## src/rtl/sirs_pkg.sv

```systemverilog
// Types and constants shared by the radix symbol renderer.
package sirs_pkg;

   localparam int unsigned WORD_BITS     = 32;
   localparam int unsigned SYMBOL_BITS   = 8;
   localparam int unsigned MAX_DIGITS    = 32;
   localparam int unsigned ALPHABET_SIZE = 16;
   localparam int unsigned QUEUE_DEPTH   = 2;

   localparam logic [SYMBOL_BITS-1:0] PLUS_CHAR  = 8'h2B;
   localparam logic [SYMBOL_BITS-1:0] MINUS_CHAR = 8'h2D;

   localparam logic [1:0] CSR_RADIX        = 2'd0;
   localparam logic [1:0] CSR_SYMBOLS_LOW  = 2'd1;
   localparam logic [1:0] CSR_SYMBOLS_HIGH = 2'd2;

   // Reciprocals floor(2^32 / r), indexed by the low four bits of the radix.
   // A radix of 16 wraps to index zero; index one is never used.
   localparam logic [WORD_BITS-1:0] RECIP_TABLE [ALPHABET_SIZE] = '{
      32'd268435456,  32'd0,          32'd2147483648, 32'd1431655765,
      32'd1073741824, 32'd858993459,  32'd715827882,  32'd613566756,
      32'd536870912,  32'd477218588,  32'd429496729,  32'd390451572,
      32'd357913941,  32'd330382099,  32'd306783378,  32'd286331153
   };

   typedef struct packed {
      logic                 neg;
      logic [WORD_BITS-1:0] mag;
      logic                 bad;
   } sirs_word_type;

   typedef enum logic [2:0] {
      BACK_IDLE,
      BACK_MUL,
      BACK_DIV,
      BACK_SIGN,
      BACK_EMIT,
      BACK_ERROR
   } sirs_back_state_type;

endpackage

```

## src/rtl/sirs_queue.sv

```systemverilog
// Short queue of classified words between the front and the back.
module sirs_queue import sirs_pkg::*; (
   input  logic          clock,
   input  logic          reset,
   input  logic          push,
   input  sirs_word_type push_word,
   output logic          full,
   input  logic          pop,
   output logic          pop_valid,
   output sirs_word_type pop_word
);

   localparam int unsigned PTR_BITS   = (QUEUE_DEPTH > 1) ? $clog2(QUEUE_DEPTH) : 1;
   localparam int unsigned COUNT_BITS = $clog2(QUEUE_DEPTH + 1);

   sirs_word_type         entries_ff [QUEUE_DEPTH];
   logic [PTR_BITS-1:0]   wr_ptr_ff, wr_ptr_in;
   logic [PTR_BITS-1:0]   rd_ptr_ff, rd_ptr_in;
   logic [COUNT_BITS-1:0] count_ff, count_in;
   logic                  do_push, do_pop;

   assign full      = (count_ff == COUNT_BITS'(QUEUE_DEPTH));
   assign pop_valid = (count_ff != '0);
   assign pop_word  = entries_ff[rd_ptr_ff];
   assign do_push   = push && !full;
   assign do_pop    = pop && pop_valid;

   always_comb begin
      wr_ptr_in = wr_ptr_ff;
      rd_ptr_in = rd_ptr_ff;
      count_in  = count_ff;
      if (do_push) begin
         wr_ptr_in = (wr_ptr_ff == PTR_BITS'(QUEUE_DEPTH - 1)) ? '0 : wr_ptr_ff + 1'b1;
      end
      if (do_pop) begin
         rd_ptr_in = (rd_ptr_ff == PTR_BITS'(QUEUE_DEPTH - 1)) ? '0 : rd_ptr_ff + 1'b1;
      end
      if (do_push && !do_pop) begin
         count_in = count_ff + 1'b1;
      end else if (do_pop && !do_push) begin
         count_in = count_ff - 1'b1;
      end
   end

   always_ff @(posedge clock) begin
      if (reset) begin
         wr_ptr_ff <= '0;
         rd_ptr_ff <= '0;
         count_ff  <= '0;
      end else begin
         wr_ptr_ff <= wr_ptr_in;
         rd_ptr_ff <= rd_ptr_in;
         count_ff  <= count_in;
      end
   end

   always_ff @(posedge clock) begin
      if (do_push) begin
         entries_ff[wr_ptr_ff] <= push_word;
      end
   end

endmodule

```

## src/rtl/sirs_front.sv

```systemverilog
// Front end: accepts numbers, checks radix and alphabet, forms magnitude.
module sirs_front import sirs_pkg::*; #(
   parameter int unsigned MAX_RADIX = 16
) (
   input  logic                                  req_valid,
   output logic                                  req_ready,
   input  logic signed [WORD_BITS-1:0]           req_number,
   input  logic [4:0]                            radix,
   input  logic [ALPHABET_SIZE*SYMBOL_BITS-1:0]  alphabet,
   input  logic                                  queue_full,
   output logic                                  push,
   output sirs_word_type                         push_word
);

   logic [WORD_BITS-1:0] raw;
   logic                 bad;

   assign raw       = req_number;
   assign req_ready = !queue_full;
   assign push      = req_valid && !queue_full;

   always_comb begin
      bad = (radix < 5'd2) || (radix > 5'(MAX_RADIX));
      for (int i = 0; i < ALPHABET_SIZE; i++) begin
         if (5'(i) < radix) begin
            if ((alphabet[i*SYMBOL_BITS +: SYMBOL_BITS] == PLUS_CHAR) ||
                (alphabet[i*SYMBOL_BITS +: SYMBOL_BITS] == MINUS_CHAR)) begin
               bad = 1'b1;
            end
            for (int j = 0; j < i; j++) begin
               if (alphabet[j*SYMBOL_BITS +: SYMBOL_BITS] ==
                   alphabet[i*SYMBOL_BITS +: SYMBOL_BITS]) begin
                  bad = 1'b1;
               end
            end
         end
      end
   end

   always_comb begin
      push_word.neg = raw[WORD_BITS-1];
      push_word.mag = raw[WORD_BITS-1] ? (~raw + 1'b1) : raw;
      push_word.bad = bad;
   end

endmodule

```

## src/rtl/sirs_back.sv

```systemverilog
// Back end: divides out the digits and sends the symbols, most significant first.
module sirs_back import sirs_pkg::*; #(
   parameter int unsigned MAX_RADIX = 16
) (
   input  logic                                 clock,
   input  logic                                 reset,
   input  logic                                 q_valid,
   input  sirs_word_type                        q_word,
   output logic                                 q_pop,
   input  logic [4:0]                           radix,
   input  logic [ALPHABET_SIZE*SYMBOL_BITS-1:0] alphabet,
   output logic                                 rsp_valid,
   input  logic                                 rsp_ready,
   output logic [SYMBOL_BITS-1:0]               rsp_symbol,
   output logic                                 rsp_last,
   output logic                                 rsp_bad_base
);

   localparam int unsigned DIGIT_BITS = $clog2(MAX_RADIX);

   sirs_back_state_type    state_ff, state_in;
   logic [WORD_BITS-1:0]   mag_ff, mag_in;
   logic                   neg_ff, neg_in;
   logic [2*WORD_BITS-1:0] prod_ff, prod_in;
   logic [5:0]             count_ff, count_in;
   logic [DIGIT_BITS-1:0]  digits_ff [MAX_DIGITS];
   logic                   rsp_valid_ff, rsp_valid_in;
   logic [SYMBOL_BITS-1:0] rsp_symbol_ff, rsp_symbol_in;
   logic                   rsp_last_ff, rsp_last_in;
   logic                   rsp_bad_base_ff, rsp_bad_base_in;

   logic                   out_free;
   logic [WORD_BITS-1:0]   qhat, rem, quot;
   logic [WORD_BITS+4:0]   scaled;
   logic [DIGIT_BITS-1:0]  digit;
   logic                   digit_we;
   logic [5:0]             count_dec;
   logic [DIGIT_BITS-1:0]  read_digit;
   logic [3:0]             sym_index;
   logic [SYMBOL_BITS-1:0] digit_symbol;

   assign rsp_valid    = rsp_valid_ff;
   assign rsp_symbol   = rsp_symbol_ff;
   assign rsp_last     = rsp_last_ff;
   assign rsp_bad_base = rsp_bad_base_ff;

   assign out_free = !rsp_valid_ff || rsp_ready;

   // The reciprocal estimate is low by at most one; a single correction fixes it.
   always_comb begin
      qhat   = prod_ff[2*WORD_BITS-1:WORD_BITS];
      scaled = (WORD_BITS+5)'(qhat) * (WORD_BITS+5)'(radix);
      rem    = mag_ff - scaled[WORD_BITS-1:0];
      if (rem >= WORD_BITS'(radix)) begin
         quot  = qhat + 1'b1;
         digit = DIGIT_BITS'(rem - WORD_BITS'(radix));
      end else begin
         quot  = qhat;
         digit = DIGIT_BITS'(rem);
      end
   end

   assign count_dec    = count_ff - 6'd1;
   assign read_digit   = digits_ff[count_dec[4:0]];
   assign sym_index    = 4'(read_digit);
   assign digit_symbol = alphabet[{sym_index, 3'b000} +: SYMBOL_BITS];

   always_comb begin
      state_in        = state_ff;
      mag_in          = mag_ff;
      neg_in          = neg_ff;
      prod_in         = prod_ff;
      count_in        = count_ff;
      digit_we        = 1'b0;
      q_pop           = 1'b0;
      rsp_valid_in    = rsp_valid_ff && !rsp_ready;
      rsp_symbol_in   = rsp_symbol_ff;
      rsp_last_in     = rsp_last_ff;
      rsp_bad_base_in = rsp_bad_base_ff;
      unique case (state_ff)
         BACK_IDLE: begin
            if (q_valid) begin
               q_pop    = 1'b1;
               mag_in   = q_word.mag;
               neg_in   = q_word.neg;
               count_in = '0;
               state_in = q_word.bad ? BACK_ERROR : BACK_MUL;
            end
         end
         BACK_MUL: begin
            prod_in  = (2*WORD_BITS)'(mag_ff) * (2*WORD_BITS)'(RECIP_TABLE[radix[3:0]]);
            state_in = BACK_DIV;
         end
         BACK_DIV: begin
            digit_we = 1'b1;
            count_in = count_ff + 6'd1;
            mag_in   = quot;
            if ((quot == '0) || (count_ff == 6'(MAX_DIGITS - 1))) begin
               state_in = neg_ff ? BACK_SIGN : BACK_EMIT;
            end else begin
               state_in = BACK_MUL;
            end
         end
         BACK_SIGN: begin
            if (out_free) begin
               rsp_valid_in    = 1'b1;
               rsp_symbol_in   = MINUS_CHAR;
               rsp_last_in     = 1'b0;
               rsp_bad_base_in = 1'b0;
               state_in        = BACK_EMIT;
            end
         end
         BACK_EMIT: begin
            if (out_free) begin
               rsp_valid_in    = 1'b1;
               rsp_symbol_in   = digit_symbol;
               rsp_last_in     = (count_ff == 6'd1);
               rsp_bad_base_in = 1'b0;
               count_in        = count_dec;
               if (count_ff == 6'd1) begin
                  state_in = BACK_IDLE;
               end
            end
         end
         BACK_ERROR: begin
            if (out_free) begin
               rsp_valid_in    = 1'b1;
               rsp_symbol_in   = '0;
               rsp_last_in     = 1'b1;
               rsp_bad_base_in = 1'b1;
               state_in        = BACK_IDLE;
            end
         end
         default: begin
            state_in = BACK_IDLE;
         end
      endcase
   end

   always_ff @(posedge clock) begin
      if (reset) begin
         state_ff     <= BACK_IDLE;
         rsp_valid_ff <= 1'b0;
      end else begin
         state_ff     <= state_in;
         rsp_valid_ff <= rsp_valid_in;
      end
   end

   always_ff @(posedge clock) begin
      mag_ff          <= mag_in;
      neg_ff          <= neg_in;
      prod_ff         <= prod_in;
      count_ff        <= count_in;
      rsp_symbol_ff   <= rsp_symbol_in;
      rsp_last_ff     <= rsp_last_in;
      rsp_bad_base_ff <= rsp_bad_base_in;
      if (digit_we) begin
         digits_ff[count_ff[4:0]] <= digit;
      end
   end

endmodule

```

## src/rtl/signed_integer_to_radix_symbols.sv

```systemverilog
// Top level of the signed integer to radix symbol renderer.
// A number arrives on the req_ channel as a signed 32-bit word. Its text in the
// configured base leaves on the rsp_ channel, one symbol per word, most
// significant digit first, with a leading minus sign for negative numbers and
// rsp_last set on the final word. If the radix or the alphabet is invalid, a
// single word with rsp_bad_base and rsp_last set and a zero symbol is sent
// instead. The csr_ port writes the radix and the two alphabet registers; the
// user must write it only while no number is in flight, as the block itself
// does not enforce this. A number with n digits leaves the queue, then passes
// the divide loop once per digit (a 32x32 reciprocal multiply, then a
// correction), then a sign state if negative, and then sends its symbols, each
// when the output is free. A two-entry queue lets new numbers be taken while
// one is rendered.
// A stalled rsp_ready holds the output word and then the back end; the front
// keeps accepting until the queue fills. Synchronous reset empties the queue,
// drops any output word and clears the configuration registers to zero.
module signed_integer_to_radix_symbols import sirs_pkg::*; #(
   parameter int unsigned MAX_RADIX = 16
) (
   input  logic                          clock,
   input  logic                          reset,
   input  logic                          req_valid,
   output logic                          req_ready,
   input  logic signed [WORD_BITS-1:0]   req_number,
   output logic                          rsp_valid,
   input  logic                          rsp_ready,
   output logic [SYMBOL_BITS-1:0]        rsp_symbol,
   output logic                          rsp_last,
   output logic                          rsp_bad_base,
   input  logic                          csr_write_enable,
   input  logic [1:0]                    csr_index,
   input  logic [63:0]                   csr_write_data
);

   logic [4:0]    radix_ff, radix_in;
   logic [63:0]   symbols_low_ff, symbols_low_in;
   logic [63:0]   symbols_high_ff, symbols_high_in;
   logic [ALPHABET_SIZE*SYMBOL_BITS-1:0] alphabet;
   logic          push, queue_full, q_valid, q_pop;
   sirs_word_type push_word, q_word;

   assign alphabet = {symbols_high_ff, symbols_low_ff};

   always_comb begin
      radix_in        = radix_ff;
      symbols_low_in  = symbols_low_ff;
      symbols_high_in = symbols_high_ff;
      if (csr_write_enable) begin
         unique case (csr_index)
            CSR_RADIX:        radix_in        = csr_write_data[4:0];
            CSR_SYMBOLS_LOW:  symbols_low_in  = csr_write_data;
            CSR_SYMBOLS_HIGH: symbols_high_in = csr_write_data;
            default: begin
            end
         endcase
      end
   end

   always_ff @(posedge clock) begin
      if (reset) begin
         radix_ff        <= '0;
         symbols_low_ff  <= '0;
         symbols_high_ff <= '0;
      end else begin
         radix_ff        <= radix_in;
         symbols_low_ff  <= symbols_low_in;
         symbols_high_ff <= symbols_high_in;
      end
   end

   sirs_front #(
      .MAX_RADIX (MAX_RADIX)
   ) u_front (
      .req_valid  (req_valid),
      .req_ready  (req_ready),
      .req_number (req_number),
      .radix      (radix_ff),
      .alphabet   (alphabet),
      .queue_full (queue_full),
      .push       (push),
      .push_word  (push_word)
   );

   sirs_queue u_queue (
      .clock     (clock),
      .reset     (reset),
      .push      (push),
      .push_word (push_word),
      .full      (queue_full),
      .pop       (q_pop),
      .pop_valid (q_valid),
      .pop_word  (q_word)
   );

   sirs_back #(
      .MAX_RADIX (MAX_RADIX)
   ) u_back (
      .clock        (clock),
      .reset        (reset),
      .q_valid      (q_valid),
      .q_word       (q_word),
      .q_pop        (q_pop),
      .radix        (radix_ff),
      .alphabet     (alphabet),
      .rsp_valid    (rsp_valid),
      .rsp_ready    (rsp_ready),
      .rsp_symbol   (rsp_symbol),
      .rsp_last     (rsp_last),
      .rsp_bad_base (rsp_bad_base)
   );

endmodule

```

## config.mk

```make
export PLATFORM = sky130hd
export DESIGN_NAME = signed_integer_to_radix_symbols
export DESIGN_NICKNAME = d
export VERILOG_FILES = /design/src/rtl/sirs_pkg.sv /design/src/rtl/sirs_queue.sv /design/src/rtl/sirs_front.sv /design/src/rtl/sirs_back.sv /design/src/rtl/signed_integer_to_radix_symbols.sv
export SDC_FILE = /design/constraint.sdc
export NUM_CORES = 2
export LEC_CHECK = 0
export BUFFER_PORTS_ARGS = -buffer_cell sky130_fd_sc_hd__buf_2
export CAP_MARGIN = 20
export CORE_AREA = 2 2 413 415
export DETAILED_ROUTE_END_ITERATION = 12
export DIE_AREA = 0 0 415 417
export MAX_ROUTING_LAYER = met4
export PLACE_DENSITY = 0.56
export SYNTH_ARGS = -nofsm -noshare
export SYNTH_HDL_FRONTEND = slang
export SYNTH_SLANG_ARGS = --single-unit
```

## constraint.sdc

```tcl
create_clock -name clock -period 9.55 [get_ports clock]
set_input_delay 0.955 -clock clock [delete_from_list [all_inputs] [get_ports clock]]
set_output_delay 0.955 -clock clock [all_outputs]
set_load 0.005 [all_outputs]
```

=== Yosys cells after proc, flatten, opt, wreduce, memory -nomap -nowiden ===
Memory sizes are Yosys's and may differ from the RTL's. A register that Yosys moved wholly into a read port is not among the register bits.
Cells that the tools add are included.

* Flip-flop bits (word level): 254
* RAM bits: 196
* Memories: 3
* Bits in read-only memories: 512

{| class="wikitable"
|+ Memories
! memory !! words !! bits a word !! read ports !! clocked after Yosys merged registers in !! write ports !! line !! RTL
|-
| (name not given) || 16 || 32 || 1 || 0 || 0 || sirs_back.sv:91 || <nowiki>prod_in = (2*WORD_BITS)'(mag_ff) * (2*WORD_BITS)'(RECIP_TABLE[radix[3:0]]);</nowiki>
|-
| u_back.digits_ff || 32 || 4 || 1 || 0 || 1 || sirs_back.sv:26 || <nowiki>logic [DIGIT_BITS-1:0] digits_ff [MAX_DIGITS];</nowiki>
|-
| u_queue.entries_ff || 2 || 34 || 1 || 1 || 1 || sirs_queue.sv:16 || <nowiki>sirs_word_type entries_ff [QUEUE_DEPTH];</nowiki>
|}

* Bitwise gates (word level): 2
* Equal/unequal tests: 168
* Add/sub/neg operators: 10
* Multiplexer cells: 195
* Shift-type cells: 1
* Magnitude comparators: 20
* Reduce and logical (&&, ||, !) cells: 50
* Multipliers: 2

{| class="wikitable"
|+ Operators with widths
! operator !! count
|-
| == test 8 bit || 120
|-
| == test 8 x 6 -> 1 bit, second input constant || 32
|-
| 2-to-1 mux 1 bit || 168
|-
| 2-to-1 mux 32 bit || 5
|-
| variable part select 128 x 8 -> 8 bit || 1
|-
| adder 32 x 1 -> 32 bit, second input constant || 2
|-
| multiplier 32 x 32 -> 64 bit || 1
|-
| one-hot mux 32 bit (2 select lines) || 1
|-
| less-than comparator 4 x 5 -> 1 bit, first input constant || 8
|-
| greater-or-equal comparator 32 x 5 -> 1 bit || 1
|-
| logical NOT 32 bit || 1
|-
| multiplier 32 x 5 -> 32 bit || 1
|-
| NOT 32 bit || 1
|-
| subtractor 32 bit || 1
|-
| 2-to-1 mux 3 bit || 8
|-
| 2-to-1 mux 8 bit || 3
|-
| one-hot mux 8 bit (3 select lines) || 1
|-
| less-than comparator 3 x 5 -> 1 bit, first input constant || 4
|-
| logical OR 1 bit || 19
|-
| one-hot mux 3 bit (6 select lines) || 1
|-
| one-hot mux 6 bit (3 select lines) || 1
|-
| 2-to-1 mux 6 bit || 2
|-
| less-than comparator 1 x 5 -> 1 bit, first input constant || 2
|-
| less-than comparator 2 x 5 -> 1 bit, first input constant || 2
|-
| other kinds (35) || 62
|}

=== Longest topological paths before layout ===
* Depth in word-level cells: 154
* Depth in mapped cells: 40

=== Cells and area by module ===
Synthesis repeated with hierarchy kept, for this count alone.

* Cells, all modules: 7157
* Area total of the unflattened synthesis: 67960.2 µm²

{| class="wikitable"
|+ By module, submodules not included
! module !! times used !! area an instance (µm²) !! cells an instance
|-
| sirs_back || 1 || 47010.1 || 4753
|-
| sirs_front || 1 || 12789.8 || 1768
|-
| signed_integer_to_radix_symbols || 1 || 5495.3 || 505
|-
| sirs_queue || 1 || 2665.1 || 131
|}

=== Least setup slack after synthesis ===
OpenSTA, ideal clock, no wires.

* Kind: register -> register
* From: reg radix_ff[0]
* To: reg u_back.prod_ff[62] (data pin)
* Data arrival time: 9.524 ns
* Data required time: 9.288 ns
* Cell stages (with the launch flop): 41
* Path slack: -0.236 ns
* Period minus slack after synthesis: 9.786 ns
* Library setup time: 0.262 ns
* Buffers on the path: 3
* Cells stage by stage: dfxtp_1 > buf_2 > clkbuf_1 > inv_1 > ha_1 > inv_1 > a21oi_1 > nor2_1 > a21oi_1 > clkbuf_1 > nand2_1 > fa_1 > inv_1 > fa_1 > inv_1 > fa_1 > inv_1 > fa_1 > [... 5 more ...] > inv_1 > fa_1 > inv_1 > ha_1 > a21o_1 > a21o_1 > a21oi_1 > o21ai_0 > a211o_1 > o22ai_1 > o22ai_1 > a41oi_1 > o21ai_0 > a21oi_1 > o21ai_0 > o41ai_1 > o21bai_1 > xor2_1

* Cells in the longest elaborated chain, start to end: 5

{| class="wikitable"
|+ Ends and longest elaborated chain
! element !! line !! RTL
|-
| start: declaration || signed_integer_to_radix_symbols.sv:35 || <nowiki>logic [4:0] radix_ff, radix_in;</nowiki>
|-
| start signal: assignment || signed_integer_to_radix_symbols.sv:65 || <nowiki>radix_ff <= radix_in;</nowiki>
|-
| NOT 4 -> 5 bit (implied by the code) || sirs_back.sv:91 ||
|-
| memory (16 x 32 bit) || -- ||
|-
| 2-to-1 mux 32 bit (implied by the code) (2 in a row) || sirs_back.sv:91 ||
|-
| multiplier 32 x 32 -> 64 bit || sirs_back.sv:91 ||
|-
| end signal: assignment || sirs_back.sv:153 || <nowiki>prod_ff <= prod_in;</nowiki>
|-
| end: declaration || sirs_back.sv:24 || <nowiki>logic [2*WORD_BITS-1:0] prod_ff, prod_in;</nowiki>
|}

No other way between the ends. The select of a mux whose other input is x is not followed.
A chain may end at the register's enable or synchronous reset.

=== Final worst setup path ===
* From: reg radix_ff[1]
* To: reg u_back.prod_ff[43] (data pin)

Same word-level chain as after synthesis.

==> impl_results.md <==
- Final Hold Viols: 0
- Top_reg_cell synth: edfxtp_1
- Status: finished clean
- Clk_skew: 0.0591 ns
- Final layout net count: between 8k and 9k
- RR Startpoint: radix_ff[1]
- CP arrival: roughly 9.6 ns
- CTS Buf Count: between 40 and 50
- Flop2flop setup slack: 0.30 ns
- Post-synthesis mux area share: 2.69%
- Max-cap violation count: 0
- P_sw: approximately 7.7 mW
- Number of vias per cell: 5.46
- H-tree depth: 2
- Peak supply drop: 0.466 mV
- Core Util, Final: ~44%
- Clk Tree Root Cell: clkbuf_16
- Global-route wire length before repair: approximately 350000 um
- Finished Cell Area: 0.0735 mm^2
- I/O Buffers: between 100 and 150
- Crit-path slowest cell: fa_1
- Setup CP Type: flip-flop to flip-flop
- Largest family of logic cells by synthesized area: adder cells
- Placed inst area: a little over 0.07 mm^2
- Simple-Gate Fraction of Synth Area: between 10% and 20%
- Rel. slew slack: 11.6%
- Pwr dens: just over 200 mW/mm^2
- Syn_nets: 8728
- Synth Area in XOR/XNOR: 14.5%
- Register area share after synthesis: 16.7%
- Crit. Startpoint: radix_ff[1]
- Synth-to-layout area growth: 9.87%
- Core area: 0.169 mm^2
- Mapped Cells: 7306
- Setup ws final: 0.298 ns
- EDFF count, synth: 277
- Clock Path Buffers: 3
- Register bit total from synthesis: 419
- Critical Path Sink Type: flip-flop
- Clk pwr share: 12.0%
- Setup crit end: u_back.prod_ff[43]
- Worst slack at placement: -0.310 ns
- Reg-to-Reg End: u_back.prod_ff[43]
- Min Hold Slack: 0.453 ns
- Synth warn: 0
- Yosys cell types: 90
- Clock sinks: ~420
- Max Slew Vio Count: 0
- Starting Density: 39.7%
- Combinational power share: 66.4%
- Worst-path clk slew: 0.06 ns
- Final wirelength: 234000 um
- P_leak: 34.3 nW
- Critical Path RT: roughly 9.9 ns
- Gr ovfl total: 0
- Mapped Area: between 0.06 and 0.07 mm^2
- DRT iter0 DRCs: between 4k and 5k
- Tcrit/Tclk final: 96.9%
- Die width: 415 um
- Switching share of power: 50.4%
- Pint: 7.54 mW
- Total Routing Usage GR: 27.9%
- Vias in the first global route: 53.7k
- Largest net degree at the start of global routing: 83
- Crit-path max FO: 13
- HP Class: flip-flop to flip-flop
- DRT Pass-1 Iters: 8
- FP Rows: 151
- Reg2Reg Depth: 40
- Crit path launch type: flip-flop
- Setup-failing EPs final: 0
- Peak Freq: ~110 MHz
- Async SR Flop Fraction: 0%
- Fraction of layout cells with a size suffix above 1: 10.3%
- Clk Latency, worst-skew pair: 0.65 ns
- Synth Area in Adders: 35.9%
- Post-route ant nets: 0
- CTS tree: yes
- Complex-gate fraction of the synthesized area: 6.03%
- Routability-driven placement congestion ratio: roughly 0.96
- DRC Markers: 0
- Die area: 0.173 mm^2
- Initial antenna violation count: 7
- Final min period: 9.25 ns
- # hold bufs at CTS: 0
- Syn avg cell area: 9.16 um^2
- Via count: roughly 52k
- Worst Tran Pin Value: about 1.3 ns
- Sequential share of power: between 20% and 30%
- # fillers: 16.5k
- Die Span Y: 417 um
- Slowest Stage Delay on Critical Path: 0.53 ns
- WL/cell: 24.4 um
- I/O Pins: between 100 and 150
- HPWL after DPL: between 150000 and 200000 um
## cells in the mapped netlist (10+ instances only)
library cell,n,area (um^2)
a211oi_1,53,398
a21o_1,36,270
a21oi_1,279,1400
a31oi_1,11,68.8
and2_1,283,1770
and3_1,64,400
buf_1,100,375
buf_2,14,70.1
clkbuf_1,447,1680
dfxtp_1,142,2840
edfxtp_1,277,8320
fa_1,1007,20200
ha_1,312,3900
inv_1,1126,4230
mux2_2,21,236
mux2i_1,66,661
mux4_2,40,901
nand2_1,911,3420
nand2b_1,16,100
nand3_1,36,180
nand4_1,160,1000
nand4b_1,13,114
nor2_1,175,657
nor2b_1,76,475
nor3_1,29,145
nor3b_1,12,90.1
nor4_1,143,895
o211ai_1,20,150
o21a_1,18,135
o21ai_0,119,596
o22ai_1,14,87.6
o31ai_1,12,90.1
o41ai_1,10,87.6
or3_1,13,81.3
xnor2_1,576,5040
xor2_1,533,4670
## worst min-delay path by stage
stage	startpoint	end	cells after the start	slack (ns)
after floorplan	u_queue.rd_ptr_ff	flip-flop	2	0.48
after global placement	symbols_low_ff[8]	symbols_low_ff[8]	2	0.44
after detailed placement	symbols_low_ff[8]	symbols_low_ff[8]	2	0.45
final	symbols_low_ff[8]	symbols_low_ff[8]	2	0.45
after CTS	symbols_low_ff[8]	symbols_low_ff[8]	2	0.46
after global routing	symbols_low_ff[15]	symbols_low_ff[15]	2	0.48
## cell families after synthesis
family | Yosys count
DFF | 419
buffers and inverters | 1692
AOI/OAI and AO/OA | 658
muxes | 127
xor gates and xnor gates | 1109
adders and majority gates | 1319
and+or+nand+nor | 1982
## layout by cell type (no fill, tap or decap), types with 29 or more instances in the layout
cell,instances
inv_1,1125
fa_1,1006
nand2_1,911
xnor2_1,576
xor2_1,533
buf_4,417
ha_1,311
and2_1,283
edfxtp_1,277
a21oi_1,269
nor2_1,171
nand4_1,160
nor4_1,143
dfxtp_1,136
o21ai_0,115
buf_2,113
nor2b_1,75
and3_1,64
mux2i_1,61
a211oi_1,52
clkbuf_16,45
mux4_2,40
a21o_1,36
nand3_1,36
nor3_1,29
## power groups by stage
stage          sequential, mW  clock [mW]  combinational [mW]
4_1_cts                  3.26        1.88                10.0
6_report                 3.28        1.83                10.1
2_1_floorplan            2.82           0                6.74
3_3_place_gp             3.29           0                9.89
5_1_grt                  3.31        1.93                11.0
3_5_place_dp             3.29           0                9.91
## sequential cells by signal, indices dropped and copies added, names as in the netlist, named ones only
signal               cells
radix_ff                 5
symbols_high_ff         64
symbols_low_ff          64
u_back.count_ff          6
u_back.digits_ff       128
u_back.mag_ff           32
u_back.neg_ff            1
u_back.prod_ff          32
u_back.rsp_bad_base      1
u_back.rsp_last          1
u_back.rsp_symbol        8
u_back.rsp_valid         1
u_back.state_ff          3
u_queue.count_ff         2
u_queue.entries_ff      68
u_queue.rd_ptr_ff        1
u_queue.wr_ptr_ff        1
## timing repair
| item | CTS | global route |
|---|---|---|
| setup buffers | 1 | 1 |
| resized for setup | 5 | 20 |
| setup endpoints to repair | 8 | 20 |
| pin swaps | 4 | 3 |
## cell type report
cell class	instances	area [um^2]	share of cell area [%]
multi-input combinational	5195	49600	67.5
sequential	419	11200	15.2
inverter	1127	4230	5.75
timing repair buffer	556	4200	5.71
tap	2218	2780	3.77
clock buffer	57	1210	1.65
clock inverter	25	305	0.415
antenna	6	15.0	0.0204
## worst max-delay path, delay by kind of cell (launching register included)
| kind | cells | cell delay [ns] |
|---|---|---|
| AOI/OAI and AO/OA | 13 | 2.33 |
| DFF | 1 | 0.34 |
| adders and majority gates | 10 | 4.47 |
| xor gates and xnor gates | 1 | 0.09 |
| and+or+nand+nor | 3 | 0.33 |
| buffers and inverters | 13 | 1.37 |
## per-stage QoR
stage / total power [mW] / std cells / TNS, ns
2_1_floorplan: 9.56 / 7306 / 0
3_3_place_gp: 13.2 / 9509 / -0.930
3_5_place_dp: 13.2 / 9510 / -1.50
4_1_cts: 15.2 / 9593 / 0
5_1_grt: 16.2 / 9601 / -0.0419
6_report: 15.2 / 9603 / 0
## layer usage
metal / share of wire, % / global-route usage (%)
met2: 45 / 42.1
met1: 43 / 38.3
met5: 0 / -
met3: 8.7 / 4.65
met4: 3.7 / 8.78
No activity file was read; power rests on OpenSTA's default activity.
